`src/hdl/conv3x3_sharpen_edge_defines.svh`:
```
// Assertion helpers shared by the block. All sample on clk and are off during reset.
`ifndef CONV3X3_SHARPEN_EDGE_DEFINES_SVH
`define CONV3X3_SHARPEN_EDGE_DEFINES_SVH

// Same-cycle implication.
`define CVSE_ASSERT_IMP(name, ante, cons, msg) \
    name: assert property (@(posedge clk) disable iff (!rst_n) (ante) |-> (cons)) \
        else $error(msg);

// Next-cycle implication.
`define CVSE_ASSERT_NXT(name, ante, cons, msg) \
    name: assert property (@(posedge clk) disable iff (!rst_n) (ante) |=> (cons)) \
        else $error(msg);

`endif

```
`src/hdl/cvse_pkg.sv`:
```
`timescale 1ns / 1ps

package cvse_pkg;

    localparam int MAX_WIDTH  = 2048;
    localparam int MAX_HEIGHT = 4096;

    localparam int COL_W      = $clog2(MAX_WIDTH);
    localparam int ROW_W      = $clog2(MAX_HEIGHT);

    localparam int SAMPLE_W   = 8;
    localparam int PIXEL_W    = 3 * SAMPLE_W;
    localparam int SUM_W      = 12;

    localparam int WIDTH_REG_W  = 12;
    localparam int HEIGHT_REG_W = 13;
    localparam int CFG_INDEX_W  = 3;
    localparam int CFG_DATA_W   = 13;

    // Register indexes
    localparam logic [CFG_INDEX_W-1:0] REG_IMAGE_WIDTH   = 3'd0;
    localparam logic [CFG_INDEX_W-1:0] REG_IMAGE_HEIGHT  = 3'd1;
    localparam logic [CFG_INDEX_W-1:0] REG_KERNEL_SELECT = 3'd2;
    localparam logic [CFG_INDEX_W-1:0] REG_OUTPUT_MODE   = 3'd3;
    localparam logic [CFG_INDEX_W-1:0] REG_NEGATE_SUM    = 3'd4;

    // Kernel codes; the unused code falls back to the Laplacian
    localparam logic [1:0] KERNEL_LAPLACE = 2'd0;
    localparam logic [1:0] KERNEL_SOBEL_H = 2'd1;
    localparam logic [1:0] KERNEL_SOBEL_V = 2'd2;

    typedef logic [PIXEL_W-1:0]         pixel_t;
    typedef logic [8:0][PIXEL_W-1:0]    window_t;

    typedef struct packed {
        logic [1:0] kernel;
        logic       edge_only;
        logic       negate;
    } filt_cfg_t;

endpackage

```
`src/hdl/cvse_filter.sv`:
```
`timescale 1ns / 1ps

// 3x3 kernel over one window, all three colour channels, with negate,
// optional centre add and clamp to 0..255.
module cvse_filter
    import cvse_pkg::*;
(
    input  window_t   win,
    input  filt_cfg_t cfg,
    output pixel_t    result
);

    function automatic logic [SAMPLE_W-1:0] filter_channel(
        input window_t   w,
        input int        ch,
        input filt_cfg_t c
    );
        logic signed [SUM_W-1:0] t [9];
        logic signed [SUM_W-1:0] sum;
        for (int k = 0; k < 9; k++)
        begin
            t[k] = $signed({{(SUM_W-SAMPLE_W){1'b0}}, w[k][ch*SAMPLE_W +: SAMPLE_W]});
        end
        unique case (c.kernel)
            KERNEL_SOBEL_H:
            begin
                sum = t[0] + (t[1] <<< 1) + t[2] - t[6] - (t[7] <<< 1) - t[8];
            end
            KERNEL_SOBEL_V:
            begin
                sum = t[0] + (t[3] <<< 1) + t[6] - t[2] - (t[5] <<< 1) - t[8];
            end
            default:
            begin
                sum = t[1] + t[3] + t[5] + t[7] - (t[4] <<< 2);
            end
        endcase
        if (c.negate)
        begin
            sum = -sum;
        end
        if (!c.edge_only)
        begin
            sum = sum + t[4];
        end
        if (sum < 0)
        begin
            return '0;
        end
        else if (sum > 255)
        begin
            return '1;
        end
        return sum[SAMPLE_W-1:0];
    endfunction

    always_comb
    begin
        for (int ch = 0; ch < 3; ch++)
        begin
            result[ch*SAMPLE_W +: SAMPLE_W] = filter_channel(win, ch, cfg);
        end
    end

endmodule

```
`config.mk`:
```
export PLATFORM = sky130hd
export DESIGN_NAME = cvse_filter
export DESIGN_NICKNAME = d
export VERILOG_FILES = /design/src/hdl/conv3x3_sharpen_edge_defines.svh /design/src/hdl/cvse_pkg.sv /design/src/hdl/cvse_filter.sv
export SDC_FILE = /design/constraint.sdc
export NUM_CORES = 1
export LEC_CHECK = 0
export BUFFER_PORTS_ARGS = -buffer_cell sky130_fd_sc_hd__clkbuf_2
export CAP_MARGIN = 20
export CORE_MARGIN = 8
export CORE_UTILIZATION = 45
export DETAILED_ROUTE_END_ITERATION = 10
export PLACE_DENSITY = 0.7
export SLEW_MARGIN = 10
export SYNTH_ARGS = -nofsm -noshare
export SYNTH_HDL_FRONTEND = slang
export SYNTH_SLANG_ARGS = --single-unit
export TNS_END_PERCENT = 30
```
`constraint.sdc`:
```
create_clock -name vclk -period 10.15
set_input_delay 1.5225 -clock vclk [all_inputs]
set_output_delay 1.5225 -clock vclk [all_outputs]
set_load 0.1 [all_outputs]
```
==> results of run 1 <==
## layout make-up
cell class / instances / share of cell area
multi-input combinational: 1110 / 0.755
inverter: 531 / 0.131
timing repair buffer: 250 / 0.0829
tap: 390 / 0.0320
## power groups by stage
stage	Sequential [mW]	Clock [mW]	Combinational, mW
6_report	0	0	4.14
5_1_grt	0	0	4.60
4_1_cts	0	0	4.12
3_5_place_dp	0	0	4.09
3_3_place_gp	0	0	4.04
2_1_floorplan	0	0	3.24
## worst paths after layout
check | from | end | cells after the start
worst min-delay path | cfg[1] | result[12] | 5
worst max-delay path | win[50] | result[2] | 26
## cells by family (layout without fill, tap and decap cells)
family                   count (synthesis)  after routing  synth area share
multiplexers                            15             15            0.0116
adder cells (fa/ha/maj)                404            404             0.511
AND/OR/NAND/NOR                        274            274             0.102
AO/OA/AOI/OAI                          340            340             0.169
buffers and inverters                  558            781             0.155
XOR/XNOR                                77             77            0.0514
## cells in the final DEF (no fill, tap or decap), types with 6 or more instances in the layout
cell type / count
nand4_1: 9
o21ai_0: 70
a211oi_1: 14
a31oi_1: 9
or3_1: 9
nand3_1: 14
a21boi_0: 8
nand3b_1: 10
o21a_1: 19
fa_1: 255
o22ai_1: 8
nor2b_1: 17
inv_1: 529
nand2b_1: 15
a221o_1: 7
o21bai_1: 9
nand2_1: 75
a21oi_1: 82
nor3_1: 20
ha_1: 148
xor2_1: 23
mux2_2: 6
buf_4: 6
a21o_1: 24
o21ai_1: 8
nor4_1: 7
o31ai_1: 11
mux2i_1: 9
xnor2_1: 52
clkbuf_2: 244
nor2_1: 65
## metrics by stage
stage          instances  cell area [um^2]  setup slack [ns]
3_5_place_dp        2281             15300             0.533
5_1_grt             2281             15300            0.0752
4_1_cts             2281             15300             0.480
2_1_floorplan       1668             13600             0.517
6_report            2281             15300             0.389
3_3_place_gp        2281             15300             0.746
## per-layer routing
metal,global-route usage,wire (um),vias up,part of all wire
met4,0.0271,490,0,0.014
met1,0.262,15100,5565,0.42
li1,-,-,5708,-
met5,0,0,-,0
met2,0.364,18100,364,0.51
met3,0.0167,1870,37,0.052
==> metrics, run 1 <==
I/O pins 244; pwr/cell area 271 nW/um^2; DRT Pass-1 Iters 5; Worst EP required 8.63 ns; Seq cells 0; CP top delay family adder cells; Netlist cell types between 80 and 90; sequential power share 0; Post-CTS Hold Fix Bufs 0; min Tclk post-route 9.76 ns; vias in the first global route 12.8k; fill count 2857; nets between 2k and 3k; Setup-failing EPs final 0; DR WL/cell 15.6 um; Yosys Warn Count 0; top-count cell post-synth inv_1; clk_buf instances 0; Post-Route Utilization 0.514; Max IR drop VDD between 600 and 700 uV; Post-Synthesis Cell Area approximately 14000 um^2; most used cell, CP fa_1; Core Box Area 29700 um^2; first-pass GRT wire length about 61 mm; DR vias/cell 5.12; grt total ovfl 0; Syn-to-layout area delta 12.0%; post_cts resized 0; critical path type input port to primary output; outcome complete, no violations; share of layout cells above drive strength 1 0.153; Fmax achieved about 100 MHz; Global Route Usage Sum 0.201; Initial Util 0.459; clock network power share 0; # diodes 0; max_slew headroom 0.422; IO Port Bufs 244; crit path max fanout 8; Setup crit start kind input port; Die H 190 um; DRC Markers 0; Max Transition Viols Final 0; Final ANT Viol Nets 0; CP max stage delay 0.70 ns; number of DRC markers in iteration 0 625; Logic pwr share 1.000; Synth Area per Inst roughly 8.2 um^2; post-synthesis sequential area ratio 0; FF/Latch Area 0 um^2; crit path DAT between 8 and 9 ns; Final Total Pwr 4.14 mW; pin count of the biggest net entering global routing 53; gpl congestion 0.908; Slowest-stage cell, CP xnor2_1; Worst Hold Margin ~4 ns; HP Class input port to primary output; sw frac 0.641; initial antenna violation count 0; Internal between 1 and 1.5 mW; vias 11.7k; final hold vios 0; Syn Inst Count ~1.7k; RSZ-0062 raised after global routing false; drt total wl 35.6 mm; critical path endpoint category primary output; total nets after synthesis between 2k and 2.5k; worst path bufs/invs 5; row count between 60 and 70; setup tns final 0 ns; Sw Pwr about 2.7 mW; top cell type by total area after synthesis fa_1; Area contributors post-synth fa_1, inv_1, ha_1, xnor2_1, a21oi_1; area of the multi-input gates between 10000 and 15000 um^2; Max-cap violations 0; Commonest cells post-synth inv_1, fa_1, ha_1; Slew @ Worst Pin approximately 0.86 ns; Detailed Place HPWL 32.4 mm; final cycle utilization of the critical path 0.962; die area 36100 um^2; post-synth top area share 0.374; LEAKAGE between 8 and 9 nW; die width ~190 um; post-CTS setup buffers 0
(Power assumes the default switching activity.)
==> inputs of run 2 (changes only) <==
--- a/config.mk
+++ b/config.mk
@@ -7,10 +7,10 @@
 export LEC_CHECK = 0
 export BUFFER_PORTS_ARGS = -buffer_cell sky130_fd_sc_hd__clkbuf_2
 export CAP_MARGIN = 20
-export CORE_MARGIN = 8
-export CORE_UTILIZATION = 45
+export CORE_ASPECT_RATIO = 1.1
+export CORE_UTILIZATION = 60
 export DETAILED_ROUTE_END_ITERATION = 10
-export PLACE_DENSITY = 0.7
+export PLACE_DENSITY = 0.88
 export SLEW_MARGIN = 10
 export SYNTH_ARGS = -nofsm -noshare
 export SYNTH_HDL_FRONTEND = slang
==> run 2 against run 1 <==
Compared with the run above: via count increased by 3.8%; routed wire length decreased by 4.3%; final cell count decreased by 4.3%; sequential cell count unchanged; critical path depth decreased by 1; first-iteration DRC count increased by 5.8%; sequential share of layout area unchanged; core utilization increased by 17 points; maximum frequency increased by 1.3%; worst setup slack improved by 0.12 ns; cell area decreased by 0.89%; largest power group unchanged.
==> metrics, run 2 (synthesis results as in run 1) <==
RSZ-0062 raised after global routing false; CP top delay family adder cells; Max-cap violations 0 (unchanged); Worst Hold Margin 3.99 ns (+0.00767 ns); first-pass GRT wire length 58.1 mm (-4.7%); die area 23300 um^2 (-35%); Post-CTS Hold Fix Bufs 0 (unchanged); Detailed Place HPWL 30.7 mm (-5.0%); Final ANT Viol Nets 0 (unchanged); row count 57 (-9.5%); DRT Pass-1 Iters 6 (+1); Max IR drop VDD 710 uV (+2.5%); post-CTS setup buffers 0 (unchanged); clk_buf instances 0 (unchanged); initial antenna violation count 0 (unchanged); most frequent cells in the layout inv_1, fa_1, clkbuf_2, ha_1, a21oi_1; FF/Latch Area 0 um^2 (unchanged); Initial Util 0.615 (+0.156); vias in the first global route 13.0k (+1.7%); number of DRC markers in iteration 0 661 (+5.8%); Setup-failing EPs final 0 (unchanged); Seq cells 0 (unchanged); Core Box Area 22200 um^2 (-25%); drt total wl 34.1 mm (-4.3%); Post-Route Utilization 0.682 (+0.168); Global Route Usage Sum 0.305 (+0.104); min Tclk post-route 9.64 ns (-0.123 ns); worst path bufs/invs 5 (unchanged); Worst EP required 8.63 ns (about the same); Syn-to-layout area delta 11.0%; Final Total Pwr 4.13 mW (about the same); final cycle utilization of the critical path 0.950 (-0.0122); I/O pins 244 (unchanged); DR vias/cell 5.55 (+8.4%); critical path endpoint category primary output; share of layout cells above drive strength 1 0.152 (-0.00143); DRC Markers 0 (unchanged); crit path DAT 8.12 ns (-0.12 ns); placed insts 2184 (-4.3%); Layout Cells excl Fill 2184 (-4.3%); pwr/cell area 273 nW/um^2 (+0.83%); Die H 160 um (-16%); pin count of the biggest net entering global routing 53 (unchanged); critical path type input port to primary output; commonest non-fill, non-tap cell in the layout inv_1; LEAKAGE 8.33 nW (-0.10%); IO Port Bufs 244 (unchanged); HP Class input port to primary output; nets 2515 (-0.079%); Max Transition Viols Final 0 (unchanged); Slew @ Worst Pin 1.06 ns (+0.200 ns); DR WL/cell 15.6 um (about the same); outcome complete, no violations; crit path max fanout 8 (unchanged); Setup crit start kind input port; # diodes 0 (unchanged); CP max stage delay 0.56 ns (-0.14 ns); gpl congestion 0.947 (+4.2%); setup tns final 0 ns (unchanged); max_slew headroom 0.291 (-0.130); grt total ovfl 0 (unchanged); Fmax achieved 104 MHz (+1.3%); Slowest-stage cell, CP fa_1; post_cts resized 0 (unchanged); vias 12.1k (+3.8%); die width 146 um (-23%); final hold vios 0 (unchanged)
==> run 2: stage by stage <==
step | setup WS, ns | area [um^2]
CTS | 0.590 | 15100
global placement | 0.896 | 15100
global route | 0.163 | 15100
finish | 0.512 | 15100
floorplan | 0.517 | 13600
detailed placement | 0.605 | 15100
==> run 2: final timing paths <==
| check | start | end | slack, ns | cells past startpoint |
|---|---|---|---|---|
| worst max-delay path | win[50] | result[5] | 0.51 | 25 |
| worst min-delay path | cfg[1] | result[12] | 3.99 | 5 |
==> run 2: layout make-up <==
| cell class | instances | area [um^2] |
|---|---|---|
| Fill cell | 1782 | 7050 |
| Timing Repair Buffer | 248 | 1250 |
| Tap cell | 295 | 369 |
| Inverter | 531 | 1990 |
| Multi-Input combinational cell | 1110 | 11500 |
==> run 2: power by group <==
group          total (mW)  switching [mW]  internal, mW  leakage (nW)
registers               0               0             0             0
logic                4.13            2.64          1.49          8.33
clock network           0               0             0             0
==> run 2: tightest hold or removal path: stages <==
cell	delay [ns]
clkbuf_2	0.08
buf_4	0.28
nand2_1	0.12
a31oi_1	0.09
clkbuf_2	0.37
==> run 2: metal layers <==
layer  GRT usage  wire (um)
met5           0          0
met2       0.565      17700
met4       0.135       1820
met3      0.0169       1580
met1       0.363      13000
==> inputs of run 3 (changes only) <==
--- a/config.mk
+++ b/config.mk
@@ -10,7 +10,7 @@
 export CORE_ASPECT_RATIO = 1.1
 export CORE_UTILIZATION = 60
 export DETAILED_ROUTE_END_ITERATION = 10
-export PLACE_DENSITY = 0.88
+export PLACE_DENSITY = 0.85
 export SLEW_MARGIN = 10
 export SYNTH_ARGS = -nofsm -noshare
 export SYNTH_HDL_FRONTEND = slang
==> run 3 against run 2 <==
Compared with the run above: routed wire length shrank 2.4%; final cell count is essentially flat; via count shrank 2.0%.
==> metrics, run 3 (synthesis results as in run 1) <==
Final ANT Viol Nets 0 (unchanged); Global Route Usage Sum 0.296 (-0.00895); HP Class input port to primary output; WHS Path Cells 5 (unchanged); Setup-failing EPs final 0 (unchanged); crit path launch win[50]; vias 11.9k (-2.0%); FF/Latch Area 0 um^2 (unchanged); IO Port Bufs 244 (unchanged); Worst Hold End result[0]; grt total ovfl 0 (unchanged); commonest non-fill, non-tap cell in the layout inv_1; max_slew headroom 0.344 (+0.0524); fill count 1819 (+2.1%); Slowest-stage cell, CP xnor2_1; nets 2515 (unchanged); Worst EP required 8.63 ns (about the same); gpl congestion 0.920 (-2.9%); post_cts resized 0 (unchanged); DRC Markers 0 (unchanged); Initial Util 0.615 (unchanged); min Tclk post-route 9.60 ns (-0.0349 ns); pin count of the biggest net entering global routing 53 (unchanged); DR vias/cell 5.44 (-2.0%); most used cell, CP fa_1; DR WL/cell 15.2 um (-2.4%); CP max stage delay 0.61 ns (+0.05 ns); Core Box Area 22200 um^2 (unchanged); Metal-1 WL 13.3 mm (+2.5%); I/O pins 244 (unchanged); sequential power share 0 (unchanged); dpl ws 0.676 ns (+0.0714 ns); initial antenna violation count 1 (+1); pwr/cell area 273 nW/um^2 (about the same); vias in the first global route 12.6k (-3.4%); Post-CTS Hold Fix Bufs 0 (unchanged); Max IR drop VDD 578 uV (-19%); number of DRC markers in iteration 0 700 (+5.9%); clock network power share 0 (unchanged); Setup WS post-layout 0.547 ns (+0.0349 ns); row count 57 (unchanged); Detailed Place HPWL 30.1 mm (-2.0%); die width 146 um (unchanged); hold_sp win[96]; final cycle utilization of the critical path 0.946 (-0.00344); Sw Pwr 2.65 mW (+0.13%); die area 23300 um^2 (unchanged); setup tns final 0 ns (unchanged); Setup crit start kind input port; post-CTS setup buffers 0 (unchanged); Seq cells 0 (unchanged); Logic pwr share 1.000 (about the same); Max Transition Viols Final 0 (unchanged); DRT Pass-1 Iters 5 (-1); placed insts 2184 (unchanged); wire length on met2 17.2 mm (-2.4%); Fmax achieved 104 MHz (+0.36%); LEAKAGE 8.33 nW (about the same); met3 WL 1.46 mm (-7.6%); Internal 1.49 mW (about the same); RSZ-0062 raised after global routing false; clk_buf instances 0 (unchanged); Max-cap violations 0 (unchanged); crit path DAT 8.08 ns (-0.04 ns); Layout Cells excl Fill 2185 (+0.046%); sw frac 0.640 (about the same); Slew @ Worst Pin 0.982 ns (-0.0784 ns); first-pass GRT wire length 56.8 mm (-2.3%); crit path max fanout 8 (unchanged); Syn-to-layout area delta 11.0% (about the same); highest routed layer met4; Die H 160 um (unchanged); share of layout cells above drive strength 1 0.152 (unchanged); final hold vios 0 (unchanged); most frequent cells in the layout inv_1, fa_1, clkbuf_2, ha_1, a21oi_1; outcome complete, no violations; drt total wl 33.2 mm (-2.4%); critical path endpoint category primary output; critical path type input port to primary output
[run 3: worst max-delay path, delay by kind of cell]
family	cells	cell delay [ns]
adders and majority gates	5	2.35
and+or+nand+nor	7	1.35
AOI/OAI and AO/OA	7	1.20
xor gates and xnor gates	2	0.92
buffers and inverters	5	0.71
[run 3: how the worst max path moves through the flow]
| stage | end | slack, ns | cells past startpoint |
|---|---|---|---|
| after CTS | result[3] | 0.65 | 25 |
| after global routing | result[4] | 0.17 | 26 |
| after floorplan | result[2] | 0.52 | 24 |
| final | result[0] | 0.55 | 26 |
| after detailed placement | result[3] | 0.68 | 25 |
| after global placement | result[2] | 0.87 | 26 |
[run 3: routing by layer]
layer  vias up  GRT usage
met3        80     0.0126
met1      5692      0.365
li1       5695          -
met5         -          0
met2       410      0.550
met4         0      0.102
[run 3: power groups by stage]
stage / sequential (mW) / combinational, mW / clock (mW)
floorplan: 0 / 3.24 / 0
global placement: 0 / 3.96 / 0
detailed placement: 0 / 4.06 / 0
CTS: 0 / 4.09 / 0
global route: 0 / 4.55 / 0.0000000132
finish: 0 / 4.14 / 0.0000000132
[run 3: final cells by class]
cell class	instances	area, um^2	area share
tap	295	369	0.0244
multi-input combinational	1110	11500	0.761
timing repair buffer	248	1250	0.0827
antenna	1	2.50	0.000165
inverter	531	1990	0.132
[run 3: per-stage QoR]
step / total power, mW / util / area, um^2 / hold WS [ns]
detailed placement: 4.06 / 0.682 / 15100 / 3.92
global placement: 3.96 / 0.682 / 15100 / 3.92
floorplan: 3.24 / - / 13600 / 3.86
finish: 4.14 / 0.682 / 15100 / 3.94
global route: 4.55 / 0.682 / 15100 / 3.98
CTS: 4.09 / 0.682 / 15100 / 3.93
